--- src/rtl/bchd_pkg.sv ---
// ---------------------------------------------------------------------------
// Button click and hold detector package
// Request and result types, configuration fields, register indexes and
// button mode codes.
// ---------------------------------------------------------------------------
package bchd_pkg;

    // Configuration register indexes.
    localparam logic [2:0] REG_DEBOUNCE   = 3'd0;
    localparam logic [2:0] REG_HOLD       = 3'd1;
    localparam logic [2:0] REG_GAP        = 3'd2;
    localparam logic [2:0] REG_LEVEL      = 3'd3;
    localparam logic [2:0] REG_POLARITY   = 3'd4;

    // Button mode codes.
    localparam logic [1:0] MODE_AWAIT    = 2'd0;
    localparam logic [1:0] MODE_PRESSED  = 2'd1;
    localparam logic [1:0] MODE_HELD     = 2'd2;
    localparam logic [1:0] MODE_RELEASED = 2'd3;

    localparam logic [3:0] MAX_CLICKS = 4'd15;

    // Reset values of the configuration registers.
    localparam logic [15:0] DEBOUNCE_RST = 16'd50;
    localparam logic [15:0] HOLD_RST     = 16'd500;
    localparam logic [15:0] GAP_RST      = 16'd300;

    typedef struct packed {
        logic [15:0] now_ms;
        logic        pin_level;
    } in_t;

    typedef struct packed {
        logic       clicked;
        logic       held_start;
        logic       holding;
        logic       released;
        logic [3:0] series_clicks;
        logic [3:0] clicks_before_held;
        logic [3:0] clicks_before_hold;
        logic [3:0] click_count;
        logic       is_pressed;
    } out_t;

    typedef struct packed {
        logic [15:0] debounce_ms;
        logic [15:0] hold_ms;
        logic [15:0] release_gap_ms;
        logic        level_sense;
        logic        closed_polarity;
    } cfg_t;

endpackage

--- src/rtl/bchd_core.sv ---
// ---------------------------------------------------------------------------
// Button click and hold detector core
// Debounce and click/hold state machine. Computes the result of one request
// and updates its state when the request is accepted.
// ---------------------------------------------------------------------------
module bchd_core (
    input  logic          clk,
    input  logic          rst_n,
    input  logic          accept,
    input  bchd_pkg::cfg_t cfg,
    input  bchd_pkg::in_t  item,
    output bchd_pkg::out_t result
);
    import bchd_pkg::*;

    logic [1:0]  mode_reg, mode_next;
    logic        pressed_reg, pressed_next;
    logic        prev_reg, prev_next;
    logic [15:0] change_reg, change_next;
    logic [15:0] phase_reg, phase_next;
    logic [3:0]  count_reg, count_next;
    logic [3:0]  held_prior_reg, held_prior_next;
    logic [3:0]  hold_prior_reg, hold_prior_next;

    logic        reading;
    logic        run;
    logic [15:0] debounce_age;
    logic [15:0] phase_age;
    logic [3:0]  count_less;

    // Reading and debounce age use the stamp as it stands after this request.
    assign reading      = (item.pin_level == cfg.level_sense);
    assign change_next  = (reading != prev_reg) ? item.now_ms : change_reg;
    assign debounce_age = item.now_ms - change_next;
    assign run          = (debounce_age > cfg.debounce_ms);
    assign phase_age    = item.now_ms - phase_reg;
    assign count_less   = count_reg - 4'd1;
    assign prev_next    = reading;

    // Click and hold state machine.
    always_comb
    begin
        mode_next       = mode_reg;
        pressed_next    = pressed_reg;
        phase_next      = phase_reg;
        count_next      = count_reg;
        held_prior_next = held_prior_reg;
        hold_prior_next = hold_prior_reg;
        result          = '0;
        if (run)
        begin
            pressed_next = reading ^ cfg.closed_polarity;
            if (pressed_next)
            begin
                case (mode_reg)
                    MODE_AWAIT:
                    begin
                        mode_next      = MODE_PRESSED;
                        phase_next     = item.now_ms;
                        count_next     = 4'd1;
                        result.clicked = 1'b1;
                    end
                    MODE_PRESSED:
                    begin
                        if (phase_age >= cfg.hold_ms)
                        begin
                            mode_next         = MODE_HELD;
                            phase_next        = item.now_ms;
                            result.held_start = 1'b1;
                            held_prior_next   = count_less;
                        end
                    end
                    MODE_HELD:
                    begin
                        result.holding  = 1'b1;
                        hold_prior_next = count_less;
                    end
                    default:
                    begin
                        mode_next      = MODE_PRESSED;
                        phase_next     = item.now_ms;
                        count_next     = count_reg + 4'd1;
                        result.clicked = 1'b1;
                    end
                endcase
            end
            else
            begin
                case (mode_reg)
                    MODE_PRESSED:
                    begin
                        // A full count closes the series right at release.
                        if (count_reg == MAX_CLICKS)
                        begin
                            mode_next            = MODE_AWAIT;
                            result.series_clicks = count_reg;
                            count_next           = 4'd0;
                        end
                        else
                        begin
                            mode_next = MODE_RELEASED;
                        end
                        phase_next      = item.now_ms;
                        result.released = 1'b1;
                    end
                    MODE_HELD:
                    begin
                        mode_next       = MODE_AWAIT;
                        phase_next      = item.now_ms;
                        count_next      = 4'd0;
                        result.released = 1'b1;
                    end
                    MODE_RELEASED:
                    begin
                        if (phase_age >= cfg.release_gap_ms)
                        begin
                            mode_next            = MODE_AWAIT;
                            phase_next           = item.now_ms;
                            result.series_clicks = count_reg;
                            count_next           = 4'd0;
                        end
                    end
                    default:
                    begin
                        mode_next = mode_reg;
                    end
                endcase
            end
        end
        result.clicks_before_held = held_prior_next;
        result.clicks_before_hold = hold_prior_next;
        result.click_count        = count_next;
        result.is_pressed         = pressed_next;
    end

    // State registers advance only on an accepted request.
    always_ff @(posedge clk or negedge rst_n)
    begin
        if (!rst_n)
        begin
            mode_reg       <= MODE_AWAIT;
            pressed_reg    <= 1'b0;
            prev_reg       <= 1'b0;
            change_reg     <= '0;
            phase_reg      <= '0;
            count_reg      <= '0;
            held_prior_reg <= '0;
            hold_prior_reg <= '0;
        end
        else if (accept)
        begin
            mode_reg       <= mode_next;
            pressed_reg    <= pressed_next;
            prev_reg       <= prev_next;
            change_reg     <= change_next;
            phase_reg      <= phase_next;
            count_reg      <= count_next;
            held_prior_reg <= held_prior_next;
            hold_prior_reg <= hold_prior_next;
        end
    end

endmodule

--- src/rtl/button_click_hold_detector_top.sv ---
// ---------------------------------------------------------------------------
// Button click and hold detector, top level
// Debounces a sampled button pin and reports clicks, click series and holds.
// ---------------------------------------------------------------------------
// Each request (a millisecond time stamp and a pin sample) gives exactly one
// result, which is registered into the output register when the request
// is accepted. A new request is taken in every cycle; the only thing that
// holds the input back is a full output register whose result is stalled,
// so in_stall follows out_stall while out_valid is high. Configuration
// registers are written through cfg_we, cfg_index and cfg_data and should
// only change while no request is in flight.
module button_click_hold_detector_top (
    input  logic           clk,
    input  logic           rst_n,
    input  logic           in_valid,
    output logic           in_stall,
    input  bchd_pkg::in_t  in_data,
    output logic           out_valid,
    input  logic           out_stall,
    output bchd_pkg::out_t out_data,
    input  logic           cfg_we,
    input  logic [2:0]     cfg_index,
    input  logic [15:0]    cfg_data
);
    import bchd_pkg::*;

    cfg_t cfg_reg;
    logic out_valid_reg;
    out_t out_data_reg;
    out_t result;
    logic accept;

    // Input is held off only while a finished result waits downstream.
    assign in_stall  = out_valid_reg & out_stall;
    assign accept    = in_valid & ~in_stall;
    assign out_valid = out_valid_reg;
    assign out_data  = out_data_reg;

    // Configuration registers.
    always_ff @(posedge clk or negedge rst_n)
    begin
        if (!rst_n)
        begin
            cfg_reg.debounce_ms     <= DEBOUNCE_RST;
            cfg_reg.hold_ms         <= HOLD_RST;
            cfg_reg.release_gap_ms  <= GAP_RST;
            cfg_reg.level_sense     <= 1'b0;
            cfg_reg.closed_polarity <= 1'b0;
        end
        else if (cfg_we)
        begin
            case (cfg_index)
                REG_DEBOUNCE: cfg_reg.debounce_ms     <= cfg_data;
                REG_HOLD:     cfg_reg.hold_ms         <= cfg_data;
                REG_GAP:      cfg_reg.release_gap_ms  <= cfg_data;
                REG_LEVEL:    cfg_reg.level_sense     <= cfg_data[0];
                REG_POLARITY: cfg_reg.closed_polarity <= cfg_data[0];
                default:      cfg_reg                 <= cfg_reg;
            endcase
        end
    end

    // Debounce and click state machine.
    bchd_core u_core (
        .clk    (clk),
        .rst_n  (rst_n),
        .accept (accept),
        .cfg    (cfg_reg),
        .item   (in_data),
        .result (result)
    );

    // Output valid flag.
    always_ff @(posedge clk or negedge rst_n)
    begin
        if (!rst_n)
        begin
            out_valid_reg <= 1'b0;
        end
        else if (accept)
        begin
            out_valid_reg <= 1'b1;
        end
        else if (!out_stall)
        begin
            out_valid_reg <= 1'b0;
        end
    end

    // Output payload register.
    always_ff @(posedge clk)
    begin
        if (accept)
        begin
            out_data_reg <= result;
        end
    end

endmodule

--- config.mk ---
export PLATFORM = sky130hd
export DESIGN_NAME = button_click_hold_detector_top
export DESIGN_NICKNAME = d
export VERILOG_FILES = /design/src/rtl/bchd_pkg.sv /design/src/rtl/bchd_core.sv /design/src/rtl/button_click_hold_detector_top.sv
export SDC_FILE = /design/constraint.sdc
export NUM_CORES = 1
export LEC_CHECK = 0
export BUFFER_PORTS_ARGS = -buffer_cell sky130_fd_sc_hd__buf_2
export CAP_MARGIN = 5
export CORE_MARGIN = 2
export CORE_UTILIZATION = 50
export CTS_CLUSTER_DIAMETER = 100
export DETAILED_ROUTE_END_ITERATION = 10
export GPL_TIMING_DRIVEN = 0
export PLACE_DENSITY_LB_ADDON = 0.05
export SLEW_MARGIN = 10
export SYNTH_ARGS = -nofsm -noshare
export SYNTH_HDL_FRONTEND = slang
export SYNTH_SLANG_ARGS = --single-unit
--- constraint.sdc ---
create_clock -name clk -period 8.5 [get_ports clk]
set_input_delay 1.7 -clock clk [delete_from_list [all_inputs] [get_ports clk]]
set_output_delay 1.7 -clock clk [all_outputs]
set_load 0.01 [all_outputs]
## Word level (Yosys, flattened, before mapping)

Cells that the tools add are included.

| word-level totals | value |
|---|---|
| flip-flop bits (word level) | 120 |
| output and inout port bits | 23 |

| cells by class | value |
|---|---|
| $lt $le $gt $ge | 3 |
| bitwise operators | 5 |
| reduce and logical (&&, ||, !) cells | 15 |
| multiplexer cells | 35 |
| add/subtract/negate cells | 4 |
| eq/ne operators | 14 |

Operators by type and width:

| kind | count |
|---|---|
| 2-to-1 mux 16 bit | 4 |
| case mux 16 bit (2 select lines) | 2 |
| 2-to-1 mux 4 bit | 13 |
| greater-or-equal comparator 16 bit | 2 |
| subtractor 16 bit | 2 |
| greater-than comparator 16 bit | 1 |
| case mux 4 bit (2 select lines) | 2 |
| case mux 4 bit (3 select lines) | 1 |
| AND reduction 2 bit | 6 |
| AND reduction 6 bit | 2 |
| 2-to-1 mux 2 bit | 4 |
| 2-to-1 mux 1 bit | 7 |
| == test 3 x 2 -> 1 bit, second input constant | 2 |
| case mux 2 bit (3 select lines) | 1 |
| adder 4 x 1 -> 4 bit, second input constant | 1 |
| == test 2 bit, second input constant | 2 |
| == test 4 bit, second input constant | 1 |
| case mux 2 bit (2 select lines) | 1 |
| nonzero test 4 bit | 1 |
| OR reduction 2 bit | 2 |
| subtractor 4 x 1 -> 4 bit, second input constant | 1 |
| == test 3 x 1 -> 1 bit, second input constant | 1 |
| == test 3 bit, second input constant | 1 |
| logical NOT 3 bit | 1 |
| other kinds (13) | 15 |

## Longest topological paths before layout

Gate-level depths: netlist (run 1).

| depth | value |
|---|---|
| depth after elaboration | 7 |
| depth in mapped cells | 22 |

## By module

From an unflattened synthesis (run 1), not the netlist that was laid out.

| unflattened totals | value |
|---|---|
| cell total of the unflattened synthesis | 710 |
| area, all modules | 7962.6 um^2 |

By module, submodules not included:

| module | cells each | area an instance (um^2) | times used |
|---|---|---|---|
| bchd_core | 575 | 5331.4 | 1 |
| button_click_hold_detector_top | 135 | 2631.3 | 1 |

## Least setup slack after synthesis (run 1)

Ideal clock, no wire load.

| path | value |
|---|---|
| path kind | in2reg |
| start | in in_data[0] (netlist name) |
| end | reg u_core.phase_reg[10] |
| data required time | 8.375 ns |
| stages | 21 |
| setup time | 0.125 ns |
| arrival | 6.911 ns |
| setup slack | 1.464 ns |
| buffers on the path | 2 |
| cell sequence | xor2_1 xnor2_1 clkbuf_1 mux2i_1 ha_1 o21a_1 o31a_1 o41ai_1 o2111ai_1 a31o_2 a21oi_1 xnor2_1 ha_1 nand4_2 or3_1 a21o_1 a31oi_4 nand3_2 a221oi_4 buf_8 mux2_4 |

| on the way | value |
|---|---|
| longest elaborated chain between the ends | 6 |

Ends and longest elaborated chain:

| item | line | text |
|---|---|---|
| from (decl) | button_click_hold_detector_top.sv:17 | `input bchd_pkg::in_t in_data,` |
| == test 1 bit * | bchd_core.sv:32 | `assign reading = (item.pin_level == cfg.level_sense);` |
| != test 1 bit | bchd_core.sv:33 | `assign change_next = (reading != prev_reg) ? item.now_ms : change_reg;` |
| 2-to-1 mux 16 bit | bchd_core.sv:33 |  |
| subtractor 16 bit | bchd_core.sv:34 | `assign debounce_age = item.now_ms - change_next;` |
| greater-than comparator 16 bit | bchd_core.sv:35 | `assign run = (debounce_age > cfg.debounce_ms);` |
| AND reduction 6 bit (no source line) | - |  |
| to (signal assigned) | bchd_core.sv:156 | `phase_reg <= phase_next;` |
| to (decl) | bchd_core.sv:20 | `logic [15:0] phase_reg, phase_next;` |

Every way passes the cells marked *; elsewhere a longest branch is shown, timed or not.
A chain may end at the register's enable or synchronous reset.

## Worst setup path after layout (run 1)

| path | value |
|---|---|
| start | in in_data[0] (netlist name) |
| end | reg u_core.phase_reg[13] |

Same word-level chain as after synthesis.

==> results of run 1 <==
## repair_timing
item	CTS	global route
gates resized for setup	0	1
endpoints found under the setup margin	0	9
hold buffers	0	0
## worst max-delay path: cells and delay by family
kind | cells | cell delay [ps]
muxes | 2 | 580
buffers and inverters | 3 | 1010
adders and majority gates | 2 | 630
xor gates and xnor gates | 3 | 960
AOI/OAI and AO/OA | 9 | 2690
and+or+nand+nor | 3 | 730
## synthesized netlist by cell type, drive strengths merged (6+ instances only)
library cell | n | area [um^2]
nor2b | 8 | 50.1
inv | 82 | 308
a21o | 14 | 105
mux2 | 44 | 529
xor2 | 11 | 96.3
nand4 | 10 | 68.8
clkbuf | 14 | 52.6
ha | 85 | 1060
o21ai | 81 | 405
mux2i | 20 | 200
edfxtp | 21 | 631
xnor2 | 20 | 175
nor2 | 37 | 139
nand3 | 13 | 70.1
dfrtp | 86 | 2150
dfstp | 13 | 342
nor3 | 20 | 100
a21oi | 36 | 180
nand2 | 82 | 308
nand2b | 6 | 37.5
## final cells by class
type,count,area (um^2)
Buffer,17,76.3
Clock buffer,18,429
Clock inverter,14,138
Fill cell,1294,6260
Inverter,83,312
Multi-Input combinational cell,556,4110
Sequential cell,120,3120
Tap cell,188,235
Timing Repair Buffer,64,345
## per-layer routing
metal / up-vias / wire [um]
met5: - / 0
met1: 2765 / 7490
li1: 2910 / -
met2: 113 / 8600
met3: 22 / 551
met4: 0 / 303
## per-stage QoR
stage | hold slack [ps] | cells
after CTS | 486 | 1060
after global routing | 508 | 1060
after detailed placement | 473 | 1028
after floorplan | 446 | 776
after global placement | 461 | 1027
final | 487 | 1060
## where the power goes
group	leakage [uW]	switching [uW]	internal (uW)
logic	0.00245	1180	885
registers	0.00137	82.3	805
clock network	0.000282	247	451
total	0.00410	1510	2140
## worst max path at each step
stage / endpoint / slack, ps / depth (start not counted)
floorplan: u_core.phase_reg[10] / 1460 / 21
global placement: u_core.phase_reg[12] / -200 / 22
detailed placement: u_core.phase_reg[13] / -320 / 22
CTS: u_core.phase_reg[13] / 70 / 22
global route: u_core.phase_reg[13] / 220 / 22
finish: u_core.phase_reg[13] / 470 / 22
## kinds of logic (layout without fill, tap and decap cells)
kind of cell             count (synthesis)  in the layout  share of synthesized area
buffers and inverters                  100            196                     0.0509
AND/OR/NAND/NOR                        197            197                      0.120
adder cells (fa/ha/maj)                 87             87                      0.145
AO/OA/AOI/OAI                          177            177                      0.142
flip-flops                             120            120                      0.410
multiplexers                            64             64                     0.0958
XOR/XNOR                                31             31                     0.0356
==> metrics.txt, run 1 <==
# TYPE chip_impl_metric gauge
chip_impl_info{name="worst_r2r_startpoint",value="cfg_reg[1]"} 1
chip_impl_metric{name="post_route_cells_drive_above_1_share",unit=""} 0.180
chip_impl_metric{name="timing.hold.worst_path_depth",unit=""} 2
chip_impl_info{name="criticalPathCategory",value="input port to register"} 1
chip_impl_metric{name="totalWireLength",unit="um"} 16900
chip_impl_metric{name="cts_buffers",unit=""} 17
chip_impl_metric{name="max-slew-margin-rel",unit=""} 0.427
chip_impl_metric{name="die_x",unit="um"} 127
chip_impl_info{name="hold-path-endpoint",value="u_core.hold_prior_reg[1]"} 1
chip_impl_metric{name="timing.critical_path.arrival",unit="ps"} 8320
chip_impl_metric{name="largest_reg_flops",unit=""} 50
chip_impl_metric{name="power.leakage",unit="uW"} 0.00410
chip_impl_metric{name="ant_nets",unit=""} 0
chip_impl_metric{name="die_area",unit="mm^2"} 0.0162
chip_impl_metric{name="postSynthRegisterBits",unit=""} 120
chip_impl_metric{name="overall_power_after_layout",unit="uW"} 3650
chip_impl_metric{name="vdd_ir_drop_max",unit="V"} 0.000156
chip_impl_metric{name="fin_skew",unit="ps"} 6.35
chip_impl_metric{name="die_y",unit="um"} 127
chip_impl_info{name="crit_path_frequent_cell",value="ha_1"} 1
chip_impl_metric{name="initial_core_util",unit=""} 0.507
chip_impl_metric{name="async_flop_share",unit=""} 0.825
chip_impl_metric{name="cts.sinks",unit=""} 120
chip_impl_info{name="most_used_cells_in_the_layout_excluding_fill_and_tap_cells",value="dfrtp_1 (86), ha_1 (85), inv_1 (82), nand2_1 (82), o21ai_0 (81)"} 1
chip_impl_metric{name="highest_cell_delay_on_the_worst_timing_path",unit="ps"} 650
chip_impl_metric{name="layout-area-overhead-vs-synth",unit="%"} 15.2
chip_impl_metric{name="vias_in_the_first_global_route",unit=""} 5989
chip_impl_metric{name="drt-wirelength-per-cell",unit="um"} 16.0
chip_impl_metric{name="core_area",unit="mm^2"} 0.0150
chip_impl_metric{name="reg2reg_setup_slack",unit="ps"} 1460
chip_impl_info{name="worst_setup_path_start_kind",value="input port"} 1
chip_impl_metric{name="finalHoldViolations",unit=""} 0
chip_impl_metric{name="least_setup_slack_across_all_paths_after_layout",unit="ps"} 474
chip_impl_metric{name="fin_crit_share",unit=""} 0.944
chip_impl_metric{name="worst-path-max-fanout",unit=""} 10
chip_impl_metric{name="grt-ovfl-total",unit=""} 0
chip_impl_metric{name="ys_types",unit=""} 60
chip_impl_metric{name="drt_iter0_drc",unit=""} 289
chip_impl_info{name="ys.flop_type",value="dfrtp_1"} 1
chip_impl_metric{name="drt_pass1_iterations",unit=""} 4
chip_impl_metric{name="r2r_cells",unit=""} 21
chip_impl_metric{name="worst-endpoint-required",unit="ps"} 8790
chip_impl_metric{name="met1_usage",unit=""} 0.263
chip_impl_metric{name="insertedDiodeCount",unit=""} 0
chip_impl_metric{name="grt_use_met3",unit=""} 0.0419
chip_impl_info{name="hp-start",value="u_core.hold_prior_reg[1]"} 1
chip_impl_metric{name="global_routing_usage_on_met2",unit=""} 0.401
chip_impl_metric{name="final_util",unit=""} 0.583
chip_impl_metric{name="hpwl",unit="um"} 13600
chip_impl_info{name="r2r_end",value="u_core.phase_reg[13]"} 1
chip_impl_metric{name="grt_first_pass_wirelength",unit="um"} 28300
chip_impl_info{name="cts_root_buffer",value="clkbuf_16"} 1
chip_impl_metric{name="vias",unit=""} 5810
chip_impl_metric{name="post-place-ws",unit="ps"} -319
chip_impl_metric{name="std_cell_rows",unit=""} 45
chip_impl_metric{name="synthesized_area_per_cell",unit="um^2"} 9.81
chip_impl_metric{name="period_needed",unit="ps"} 8030
chip_impl_metric{name="grt_use_total",unit=""} 0.221
chip_impl_metric{name="number_of_antenna_violations_at_the_first_check_in_global_routing",unit=""} 0
chip_impl_metric{name="final.setup.tns",unit="ps"} 0
chip_impl_metric{name="gp_congestion",unit=""} 0.896
chip_impl_metric{name="synth-edff-count",unit=""} 21
chip_impl_info{name="tritoncts_clock_tree",value="yes"} 1
chip_impl_metric{name="finalSetupViolCount",unit=""} 0
chip_impl_metric{name="num_io_pins",unit=""} 64
chip_impl_metric{name="placement.io_buffers",unit=""} 63
chip_impl_metric{name="max_cap_viol_count",unit=""} 0
chip_impl_metric{name="worst_slew_pin_slew",unit="ps"} 854
chip_impl_info{name="grt-busiest-layer",value="met2"} 1
chip_impl_metric{name="post_dp_cell_area",unit="mm^2"} 0.00820
chip_impl_metric{name="synthesis.yosys.warnings",unit=""} 0
chip_impl_metric{name="final_design_area_no_fill",unit="mm^2"} 0.00877
chip_impl_metric{name="clkTransAtPathRegs",unit="ps"} 50
chip_impl_metric{name="skew_pair_late_insertion_delay",unit="ps"} 410
chip_impl_info{name="status",value="complete, no violations"} 1
chip_impl_metric{name="clock_tree.htree_level_count",unit=""} 4
chip_impl_info{name="timing.hold.worst.class",value="register to register"} 1
chip_impl_metric{name="synthesis.nets",unit=""} 904
chip_impl_metric{name="max_freq",unit="MHz"} 125
chip_impl_metric{name="power_density",unit="mW/mm^2"} 416
chip_impl_info{name="path_cells",value="buf_2 -> xor2_1 -> xnor2_2 -> clkbuf_1 -> mux2i_1 -> ha_1 -> o21a_1 -> o31a_1 -> o41ai_1 -> o2111ai_1 -> a31o_2 -> a21oi_1 -> xnor2_1 -> ha_1 -> nand4_2 -> or3_1 -> a21o_1 -> a31oi_4 -> nand3_2 -> a221oi_4 -> buf_8 -> mux2_4"} 1
chip_impl_info{name="critical-path-slowest-cell",value="clkbuf_1"} 1
chip_impl_metric{name="post-cts-setup-buffers",unit=""} 0
chip_impl_metric{name="synth_sequential_area_ratio",unit=""} 0.410
chip_impl_info{name="rsz0062_at_grt",value="no"} 1
chip_impl_metric{name="post_synth_instance_area",unit="mm^2"} 0.00762
chip_impl_info{name="critical_path_source",value="in_data[0]"} 1
chip_impl_info{name="layout.cells.most_common",value="dfrtp_1"} 1
chip_impl_metric{name="via_per_inst",unit=""} 5.48
chip_impl_metric{name="netlist_instances",unit=""} 776
chip_impl_metric{name="finish.net_count",unit=""} 987
chip_impl_metric{name="maximum_number_of_pins_on_one_net_before_global_route_repair",unit=""} 64
chip_impl_metric{name="timing.final.max_slew_violations",unit=""} 0
chip_impl_metric{name="drt_drc_violations_left",unit=""} 0
chip_impl_info{name="crit_path_end_kind",value="register"} 1
chip_impl_metric{name="clock_tree.buffer_depth",unit=""} 2
Note: power is estimated with default switching activity, not from simulation.
==> run 2: changes to the inputs <==
CORE_MARGIN = not set   (was 2)
==> run 2 against run 1 <==
The flow now finishes with violations (design-rule violations). Combinational power hardly changed. Critical path depth unchanged. Count of clock-buffer cells in the layout up 3. Clock skew grew 0.87 ps. Critical endpoint is now u_core.phase_reg[9]. Largest cell class unchanged. Highest routed layer unchanged.
==> metrics.txt, run 2 (synthesis results as in run 1) <==
# TYPE chip_impl_metric gauge
chip_impl_metric{name="via_per_inst",unit=""} 5.54
chip_impl_metric{name="max_freq",unit="MHz"} 126
chip_impl_metric{name="worst_slew_pin_slew",unit="ps"} 947
chip_impl_metric{name="drt_drc_violations_left",unit=""} 6
chip_impl_metric{name="clock_tree.htree_level_count",unit=""} 4
chip_impl_metric{name="final_design_area_no_fill",unit="mm^2"} 0.00877
chip_impl_metric{name="final.setup.tns",unit="ps"} 0
chip_impl_metric{name="post-place-ws",unit="ps"} -296
chip_impl_metric{name="insertedDiodeCount",unit=""} 0
chip_impl_metric{name="finalHoldViolations",unit=""} 0
chip_impl_metric{name="share_clk_of_total_power",unit=""} 0.193
chip_impl_metric{name="highest_cell_delay_on_the_worst_timing_path",unit="ps"} 650
chip_impl_metric{name="period_needed",unit="ps"} 7960
chip_impl_metric{name="skew_pair_late_insertion_delay",unit="ps"} 420
chip_impl_info{name="timing.hold.worst.class",value="register to register"} 1
chip_impl_info{name="r2r_end",value="u_core.phase_reg[9]"} 1
chip_impl_metric{name="r2r_cells",unit=""} 21
chip_impl_metric{name="clkTransAtPathRegs",unit="ps"} 50
chip_impl_metric{name="reg2reg_setup_slack",unit="ps"} 1510
chip_impl_metric{name="max_cap_viol_count",unit=""} 0
chip_impl_info{name="family_with_the_most_delay_on_the_worst_path",value="compound AO/OA/AOI/OAI gates"} 1
chip_impl_metric{name="post_route_cells_drive_above_1_share",unit=""} 0.181
chip_impl_info{name="tritoncts_clock_tree",value="yes"} 1
chip_impl_metric{name="fin_crit_share",unit=""} 0.936
chip_impl_info{name="cts_root_buffer",value="clkbuf_16"} 1
chip_impl_info{name="most_used_cells_in_the_layout_excluding_fill_and_tap_cells",value="dfrtp_1 (86), ha_1 (85), inv_1 (82), nand2_1 (82), o21ai_0 (81)"} 1
chip_impl_info{name="criticalPathCategory",value="input port to register"} 1
chip_impl_metric{name="std_cell_rows",unit=""} 44
chip_impl_metric{name="ant_nets",unit=""} 0
chip_impl_metric{name="placement.io_buffers",unit=""} 63
chip_impl_metric{name="initial_core_util",unit=""} 0.518
chip_impl_info{name="worst_setup_path_start_kind",value="input port"} 1
chip_impl_metric{name="worst-endpoint-required",unit="ps"} 8800
chip_impl_metric{name="layout-area-overhead-vs-synth",unit="%"} 15.1
chip_impl_metric{name="fin_skew",unit="ps"} 7.22
chip_impl_metric{name="power.leakage",unit="uW"} 0.00410
chip_impl_metric{name="core_area",unit="mm^2"} 0.0147
chip_impl_metric{name="grt_use_total",unit=""} 0.241
chip_impl_info{name="path_cells",value="buf_2 -> xor2_1 -> xnor2_2 -> clkbuf_1 -> mux2i_1 -> ha_1 -> o21a_1 -> o31a_1 -> o41ai_1 -> o2111ai_1 -> a31o_2 -> a21oi_1 -> xnor2_1 -> ha_1 -> nand4_2 -> or3_1 -> a21o_1 -> a31oi_4 -> nand3_2 -> a221oi_4 -> buf_8 -> mux2_4"} 1
chip_impl_metric{name="swShare",unit=""} 0.416
chip_impl_metric{name="timing.final.max_slew_violations",unit=""} 0
chip_impl_metric{name="vdd_ir_drop_max",unit="V"} 0.000265
chip_impl_metric{name="die_area",unit="mm^2"} 0.0157
chip_impl_metric{name="largest_reg_flops",unit=""} 50
chip_impl_metric{name="die_x",unit="um"} 125
chip_impl_metric{name="cts_buffers",unit=""} 17
chip_impl_metric{name="vias",unit=""} 5846
chip_impl_info{name="worst_r2r_startpoint",value="cfg_reg[1]"} 1
chip_impl_metric{name="cts.sinks",unit=""} 120
chip_impl_metric{name="post-cts-setup-buffers",unit=""} 0
chip_impl_metric{name="grt-ovfl-total",unit=""} 0
chip_impl_metric{name="drt-wirelength-per-cell",unit="um"} 16.6
chip_impl_info{name="hold-path-endpoint",value="u_core.hold_prior_reg[1]"} 1
chip_impl_info{name="status",value="complete, but fails checks"} 1
chip_impl_info{name="layout.cells.most_common",value="dfrtp_1"} 1
chip_impl_metric{name="gp_congestion",unit=""} 0.891
chip_impl_metric{name="number_of_antenna_violations_at_the_first_check_in_global_routing",unit=""} 0
chip_impl_metric{name="finalSetupViolCount",unit=""} 0
chip_impl_metric{name="die_y",unit="um"} 125
chip_impl_metric{name="max-slew-margin-rel",unit=""} 0.365
chip_impl_info{name="critical-path-slowest-cell",value="clkbuf_1"} 1
chip_impl_metric{name="least_setup_slack_across_all_paths_after_layout",unit="ps"} 543
chip_impl_metric{name="comb_power_share",unit=""} 0.565
chip_impl_metric{name="timing.critical_path.arrival",unit="ps"} 8250
chip_impl_info{name="crit_path_frequent_cell",value="ha_1"} 1
chip_impl_info{name="violations",value="design-rule violations"} 1
chip_impl_metric{name="hpwl",unit="um"} 13600
chip_impl_metric{name="worst-path-max-fanout",unit=""} 10
chip_impl_metric{name="proportion_of_power_drawn_by_flip_flops_and_latches",unit=""} 0.242
chip_impl_metric{name="power_density",unit="mW/mm^2"} 419
chip_impl_info{name="rsz0062_at_grt",value="no"} 1
chip_impl_info{name="crit_path_end_kind",value="register"} 1
chip_impl_metric{name="drt_pass1_iterations",unit=""} 11
chip_impl_metric{name="totalWireLength",unit="um"} 17500
chip_impl_metric{name="clock_tree.buffer_depth",unit=""} 2
chip_impl_metric{name="num_io_pins",unit=""} 64
chip_impl_metric{name="grt_first_pass_wirelength",unit="um"} 29500
chip_impl_metric{name="maximum_number_of_pins_on_one_net_before_global_route_repair",unit=""} 62
chip_impl_metric{name="p_int",unit="uW"} 2140
chip_impl_metric{name="netSwitchingPower",unit="uW"} 1530
chip_impl_metric{name="vias_in_the_first_global_route",unit=""} 6110
chip_impl_info{name="hp-start",value="u_core.hold_prior_reg[1]"} 1
chip_impl_metric{name="drt_iter0_drc",unit=""} 325
chip_impl_metric{name="overall_power_after_layout",unit="uW"} 3670
chip_impl_metric{name="timing.critical_path.buf_inv",unit=""} 3
chip_impl_metric{name="timing.hold.worst_path_depth",unit=""} 2
chip_impl_metric{name="post_dp_cell_area",unit="mm^2"} 0.00819
chip_impl_metric{name="finish.net_count",unit=""} 987
-- run 2: stage by stage --
step / util / hold WS, ps / std cells
floorplan: - / 446 / 776
global placement: 0.555 / 461 / 1023
detailed placement: 0.557 / 474 / 1024
CTS: 0.596 / 486 / 1056
global route: 0.597 / 520 / 1056
finish: 0.597 / 484 / 1056
-- run 2: worst register-to-register path, stage by stage, from the launching register on --
cell       delay (ps)
dfrtp_1           390
xor2_1            230
xnor2_2           620
clkbuf_1          650
mux2i_1           280
ha_1              310
o21a_1            210
o31a_1            130
o41ai_1           440
o2111ai_1         280
a31o_2            300
a21oi_1           160
xnor2_1           100
ha_1              320
nand4_2           180
or3_1             420
a21o_1            200
a31oi_4           300
nand3_2           160
a221oi_4          620
buf_8             260
mux2_4            320
-- run 2: worst max-delay path by stage --
stage,slack (ps),from,cells after the start,endpoint
2_1_floorplan,1460,in_data[0],21,u_core.phase_reg[10]
6_report,540,in_data[0],22,u_core.phase_reg[9]
3_5_place_dp,-300,in_data[0],22,u_core.phase_reg[10]
3_3_place_gp,-220,in_data[0],22,u_core.phase_reg[11]
4_1_cts,120,in_data[0],22,u_core.phase_reg[10]
5_1_grt,260,in_data[0],22,u_core.phase_reg[10]
-- run 2: cell type report --
class / count / area [um^2]
inverters: 83 / 312
fillers: 1255 / 5930
plain buffers: 17 / 76.3
clock buffers: 21 / 440
multi-input cells: 556 / 4110
repair buffers: 64 / 345
clock inverters: 11 / 130
well taps: 184 / 230
flip-flops and latches: 120 / 3120
-- run 2: per-layer routing --
metal	wire length, um	global-route usage
met3	554	0.0556
met4	401	0.0918
met2	9050	0.436
met1	7520	0.276
met5	0	0
-- run 2: timing repair --
item | CTS | global route
endpoints found under the setup margin | 0 | 9
hold buffers | 0 | 0
gates resized for setup | 0 | 1
-- run 2: power groups by stage --
stage	Sequential [uW]	Clock (uW)	Combinational, uW
finish	891	707	2080
global route	912	750	2340
CTS	891	719	2080
detailed placement	899	0	2050
global placement	888	0	1980
floorplan	891	0	1540
